File: src/dofa_pkg.sv
// Shared types, constants and the sine table of the delayed output feedback assist block.
package dofa_pkg;

   localparam int DELAY_DEPTH_DEF = 2048;

   localparam int ANGLE_W     = 16;
   localparam int TORQUE_W    = 16;
   localparam int GAIN_W      = 16;
   localparam int DELAY_W     = 11;
   localparam int CSR_INDEX_W = 2;
   localparam int CSR_DATA_W  = 16;

   localparam logic [GAIN_W-1:0]      GAIN_RESET  = 16'd3840;
   localparam logic [DELAY_W-1:0]     DELAY_RESET = 11'd0;
   localparam logic [CSR_INDEX_W-1:0] REG_GAIN    = 2'd0;
   localparam logic [CSR_INDEX_W-1:0] REG_DELAY   = 2'd1;

   // alpha = 0.05 in Q0.16
   localparam logic signed [13:0] ALPHA_Q16   = 14'sd3277;
   localparam logic [16:0]        HALF_PI_Q14 = 17'd25736;
   localparam logic [16:0]        PI_Q14      = 17'd51472;
   localparam logic [7:0]         POS_SCALE   = 8'd163;
   localparam logic [14:0]        SINE_ONE    = 15'd16384;
   localparam logic [5:0]         TAB_LAST    = 6'd32;

   typedef enum logic [2:0] {
      ST_IDLE,
      ST_FILT,
      ST_FOLD,
      ST_INTERP,
      ST_WRITE,
      ST_READ,
      ST_MUL,
      ST_OUT
   } state_type;

   typedef struct packed {
      logic load;
      logic filt;
      logic fold;
      logic interp;
      logic write;
      logic read;
      logic mul;
      logic out;
   } cmd_type;

   typedef struct packed {
      logic out_free;
   } status_type;

   // sin(k*pi/64) in Q1.14, k = 0..32
   function automatic logic [14:0] sine_tab(input logic [5:0] idx);
      logic [14:0] v;
      case (idx)
         6'd0:  v = 15'd0;
         6'd1:  v = 15'd804;
         6'd2:  v = 15'd1606;
         6'd3:  v = 15'd2404;
         6'd4:  v = 15'd3196;
         6'd5:  v = 15'd3981;
         6'd6:  v = 15'd4756;
         6'd7:  v = 15'd5520;
         6'd8:  v = 15'd6270;
         6'd9:  v = 15'd7005;
         6'd10: v = 15'd7723;
         6'd11: v = 15'd8423;
         6'd12: v = 15'd9102;
         6'd13: v = 15'd9760;
         6'd14: v = 15'd10394;
         6'd15: v = 15'd11003;
         6'd16: v = 15'd11585;
         6'd17: v = 15'd12140;
         6'd18: v = 15'd12665;
         6'd19: v = 15'd13160;
         6'd20: v = 15'd13623;
         6'd21: v = 15'd14053;
         6'd22: v = 15'd14449;
         6'd23: v = 15'd14811;
         6'd24: v = 15'd15137;
         6'd25: v = 15'd15426;
         6'd26: v = 15'd15679;
         6'd27: v = 15'd15893;
         6'd28: v = 15'd16069;
         6'd29: v = 15'd16207;
         6'd30: v = 15'd16305;
         6'd31: v = 15'd16364;
         default: v = SINE_ONE;
      endcase
      return v;
   endfunction

endpackage

File: src/dofa_ctrl.sv
// Sequencer that steps one control tick through the datapath.
module dofa_ctrl (
   input  logic                 clock,
   input  logic                 reset,
   input  logic                 req_tvalid,
   output logic                 req_tready,
   input  dofa_pkg::status_type status,
   output dofa_pkg::cmd_type    cmd
);

   dofa_pkg::state_type state_ff;
   dofa_pkg::state_type state_in;

   always_ff @(posedge clock) begin
      if (reset) begin
         state_ff <= dofa_pkg::ST_IDLE;
      end else begin
         state_ff <= state_in;
      end
   end

   always_comb begin
      state_in   = state_ff;
      cmd        = '0;
      req_tready = 1'b0;
      unique case (state_ff)
         dofa_pkg::ST_IDLE: begin
            // hold off transfers while reset is applied
            req_tready = !reset;
            if (req_tvalid && !reset) begin
               cmd.load = 1'b1;
               state_in = dofa_pkg::ST_FILT;
            end
         end
         dofa_pkg::ST_FILT: begin
            cmd.filt = 1'b1;
            state_in = dofa_pkg::ST_FOLD;
         end
         dofa_pkg::ST_FOLD: begin
            cmd.fold = 1'b1;
            state_in = dofa_pkg::ST_INTERP;
         end
         dofa_pkg::ST_INTERP: begin
            cmd.interp = 1'b1;
            state_in   = dofa_pkg::ST_WRITE;
         end
         dofa_pkg::ST_WRITE: begin
            cmd.write = 1'b1;
            state_in  = dofa_pkg::ST_READ;
         end
         dofa_pkg::ST_READ: begin
            cmd.read = 1'b1;
            state_in = dofa_pkg::ST_MUL;
         end
         dofa_pkg::ST_MUL: begin
            cmd.mul  = 1'b1;
            state_in = dofa_pkg::ST_OUT;
         end
         dofa_pkg::ST_OUT: begin
            // hold until the output register can take the result
            if (status.out_free) begin
               cmd.out  = 1'b1;
               state_in = dofa_pkg::ST_IDLE;
            end
         end
         default: begin
            state_in = dofa_pkg::ST_IDLE;
         end
      endcase
   end

endmodule

File: config.mk
export PLATFORM = sky130hd
export DESIGN_NAME = dofa_ctrl
export DESIGN_NICKNAME = d
export VERILOG_FILES = /design/src/dofa_pkg.sv /design/src/dofa_ctrl.sv
export SDC_FILE = /design/constraint.sdc
export NUM_CORES = 1
export LEC_CHECK = 0
export BUFFER_PORTS_ARGS = -buffer_cell sky130_fd_sc_hd__buf_2
export CORE_AREA = 2 2 39 41
export DETAILED_ROUTE_END_ITERATION = 7
export DIE_AREA = 0 0 41 43
export PLACE_DENSITY_LB_ADDON = 0.15
export SYNTH_ARGS = -nofsm -noshare
export SYNTH_HDL_FRONTEND = slang
export SYNTH_SLANG_ARGS = --single-unit
File: constraint.sdc
create_clock -name clock -period 1.95 [get_ports clock]
set_input_delay 0.195 -clock clock [delete_from_list [all_inputs] [get_ports clock]]
set_output_delay 0.195 -clock clock [all_outputs]
set_load 0.02 [all_outputs]
After elaboration in Yosys (flattened, before gate mapping)
Index checks and enable logic that the tools add are counted.
Storage, ports and cells
  register bits: 3
  bits of input ports: 4
  output and inout port bits: 9
  word-level logic and storage cells: 28
Operators by class
  eq/ne operators: 9
  mux-type cells: 14
  reductions and logical operators: 4
Operators by type and width (number)
  $pmux W3 S8: 1
  $eq A3 B3 Y1 const B: 4
  $mux W1: 11
  $eq A3 B2 Y1 const B: 2
  $mux W3: 2
  $ne A2 B2 Y1 const B: 2
  $eq A3 B1 Y1 const B: 1
  $logic_not A3 Y1: 1
  $reduce_and A2 Y1: 1
  $logic_and A1 B1 Y1: 1
  $logic_not A1 Y1: 1

Longest topological paths before layout
  depth after elaboration: 4
  depth in mapped cells: 6
  mapped depth without buffers: 6

Worst setup path before layout
Ideal clock, no wire load.
  path kind: reg2out
  from: register state_ff[0]
  to: output cmd[7] in the netlist's numbering
  arrival time: 1.201 ns
  required time: 1.755 ns
  slack: 0.554 ns
  cell stages (with the launch flop): 6
  path buffers: 0
  cells stage by stage: dfxtp_1 > inv_1 > ha_1 > nor2b_1 > and2b_4 > and2_1
RTL lines
  from (decl): RTL line dofa_ctrl.sv:11  | dofa_pkg::state_type state_ff;
  from (signal assigned): RTL line dofa_ctrl.sv:16  | state_ff <= dofa_pkg::ST_IDLE;
  from (signal assigned): RTL line dofa_ctrl.sv:18  | state_ff <= state_in;
  to (decl): RTL line dofa_ctrl.sv:8  | output dofa_pkg::cmd_type cmd

==> out/qor.txt <==
GRT Max-Usage Layer: met2
Core Box Area: 1380 um2
Io pins: 13
Hold_sp: reset
PortBufs: 12
Max Clock Skew: 0.000281 ns
Max reg flops: 3
Die area: 1760 um2
Cts bufs inserted: 3
Final ANT Viol Nets: 0
Crit Path Category: reg2out
Reg2Reg Capture Point: state_ff[0]
Area grow syn2layout: 34.0%
Pwr Density: 1470 nW/um2
Final number of setup-violating endpoints: 0
Switch Pwr: 251 uW
Worst Path Max Fanout: 4
Clock power frac: 18.2%
Initial antenna violation count: 0
# clock sinks: 3
Seq/Total Area, Yosys: 20.2%
Slew headroom: 77.1%
Max_cap viols: 0
Die height: 43 um
Pin count of the biggest net entering global routing: 12
Cell Count Post-Placement: 60
Tightest Pin Transition: 0.343 ns
Pint: 337 uW
Syn nets: 41
Overall routed net length: 542 um
Sequential power share: 19.8%
Tmin final: 1.73 ns
Share of post-route cells with drive strength above 1: 41.7%
CP arrival: 1.53 ns
Sw Share: 42.6%
Max Root-Sink Buffers: 2
Post-synth top area share: 20.2%
Antenna Cells: 0
Slew Viols, Final: 0
Leak: 0.000210 uW
Vias: 268
Combinational power share: 62.0%
Initial DRC count: 1
Final Hold Vio Count: 0
Initial core utilization: 21.5%
WHS Endpoint: state_ff[1]
First-pass GRT wire length: 786 um
Most common cell after layout, fill and taps aside: buf_2
Final design utilization: 28.8%
Met1 Track Usage GR: 7.37%
Sum Neg Setup Slack: 0 ns
Placement Rows: 14
RSZ-0062 raised after global routing: no
Reg2Reg Depth: 6
Synth warn: 0
Synthesized area per cell: 9.02 um2
Worst r2r src: state_ff[0]
Final GP Congestion: 0.663
Post-CTS Setup Inserts: 0
Most frequent cells in the layout: buf_2 (12), nor2b_1 (4), and2_1 (4), ha_1 (4)
Regs by FF count: state_ff: 3 flops
Met2 usage: 9.69%
Area after DPL: 373 um2
Post-synth top area cell: dfxtp_1
Vias per Instance: 4.19
GRT Util Overall: 7.22%
HP Class: in2reg
Overall die width: 41 um
Fin area: 399 um2
GR Overflow Total: 0
Synthesized area: 298 um2
First-pass DRT Iterations: 2
Nets: 57
Tcrit/Tclk final: 88.5%
GR Util met3: 9.42%
Vias in the first global route: 205
Root Driver: clkbuf_4
Post-CTS Resized: 0
Post-Syn Instances: 33
Non-Filler Instances: 64
Synth top area cells: dfxtp_1 (20%), ha_1 (17%), and2_1 (8.4%)
Skew-Pair Late Insertion Delay: 0.23 ns
Outcome: complete, no violations
Worst Hold Depth: 2
CTS tree: yes
Fmax: 579 MHz
Clk slew on worst S/H paths: 0.04 ns
Wirelength per Cell: 8.47 um
Setup crit end kind: primary output
Synth unique cells: 19
Htree depth: 1
DRC: 0
Setup crit start kind: flop
Register bit total from synthesis: 3
Max VDD drop: 449 uV
Largest Register: state_ff
CP Data Required Time: 1.75 ns
Post-place setup slack: 0.422 ns
Hold Buf Count CTS: 0
Fillers: 157
Worst setup margin: 0.224 ns
R2R setup slack: 0.44 ns
Hpwl dp: 453 um
==> worst max-delay path, stage by stage (launching register included) <==
cell,delay (ns)
dfxtp_1,0.36
inv_1,0.09
ha_1,0.23
nor2b_1,0.16
and2b_4,0.18
and2_1,0.14
buf_2,0.15
==> worst max path at each step <==
stage / from / to / slack, ns / cells past startpoint
after detailed placement: state_ff[0] / state_ff[0] / 0.42 / 6
after global routing: state_ff[1] / cmd[7] / 0.12 / 6
after CTS: state_ff[0] / cmd[7] / 0.20 / 6
final: state_ff[0] / cmd[7] / 0.22 / 6
after floorplan: state_ff[0] / cmd[7] / 0.55 / 5
after global placement: state_ff[0] / state_ff[0] / 0.44 / 6
==> Yosys cell counts (all sizes together) <==
cell type	number
and2b	2
nor4	2
nor3	1
a21oi	1
ha	4
mux2i	1
or2b	1
nor2	2
a22o	1
nor2b	4
dfxtp	3
inv	2
nand2b	2
a211oi	1
and3	1
buf	1
and2	4
==> area by class of cell <==
class	instances	area, um2	share of cell area (%)
Inverter	2	7.51	1.88
Timing Repair Buffer	12	60.1	15.0
Multi-Input combinational cell	27	225	56.4
Tap cell	16	20.0	5.02
Sequential cell	3	60.1	15.0
Clock buffer	4	26.3	6.58
==> power by group through the flow <==
stage / clock [uW] / sequential, uW / combinational, uW
final: 107 / 116 / 365
after global routing: 121 / 123 / 405
after CTS: 114 / 118 / 372
after detailed placement: 0 / 119 / 371
after global placement: 0 / 119 / 374
after floorplan: 0 / 104 / 302
==> cells by family after synthesis <==
kind of cell / after synthesis / share of synthesized area [%]
AND/OR/NAND/NOR: 19 / 45.4
adder cells (fa/ha/maj): 4 / 16.8
AO/OA/AOI/OAI: 3 / 10.1
buffers and inverters: 3 / 4.20
flip-flops: 3 / 20.2
multiplexers: 1 / 3.36
==> through the flow <==
step	hold slack (ns)	total power, uW
after floorplan	0.267	407
after global placement	0.436	493
after detailed placement	0.429	490
after CTS	0.185	603
after global routing	0.196	649
final	0.189	588
==> per-layer routing <==
metal  share of wire (%)  vias up
li1                    -      142
met1                  51      117
met2                  41        9
met3                 7.9        0
met4                   0        0
met5                   0        -
Power figures use the tool's default switching activity.
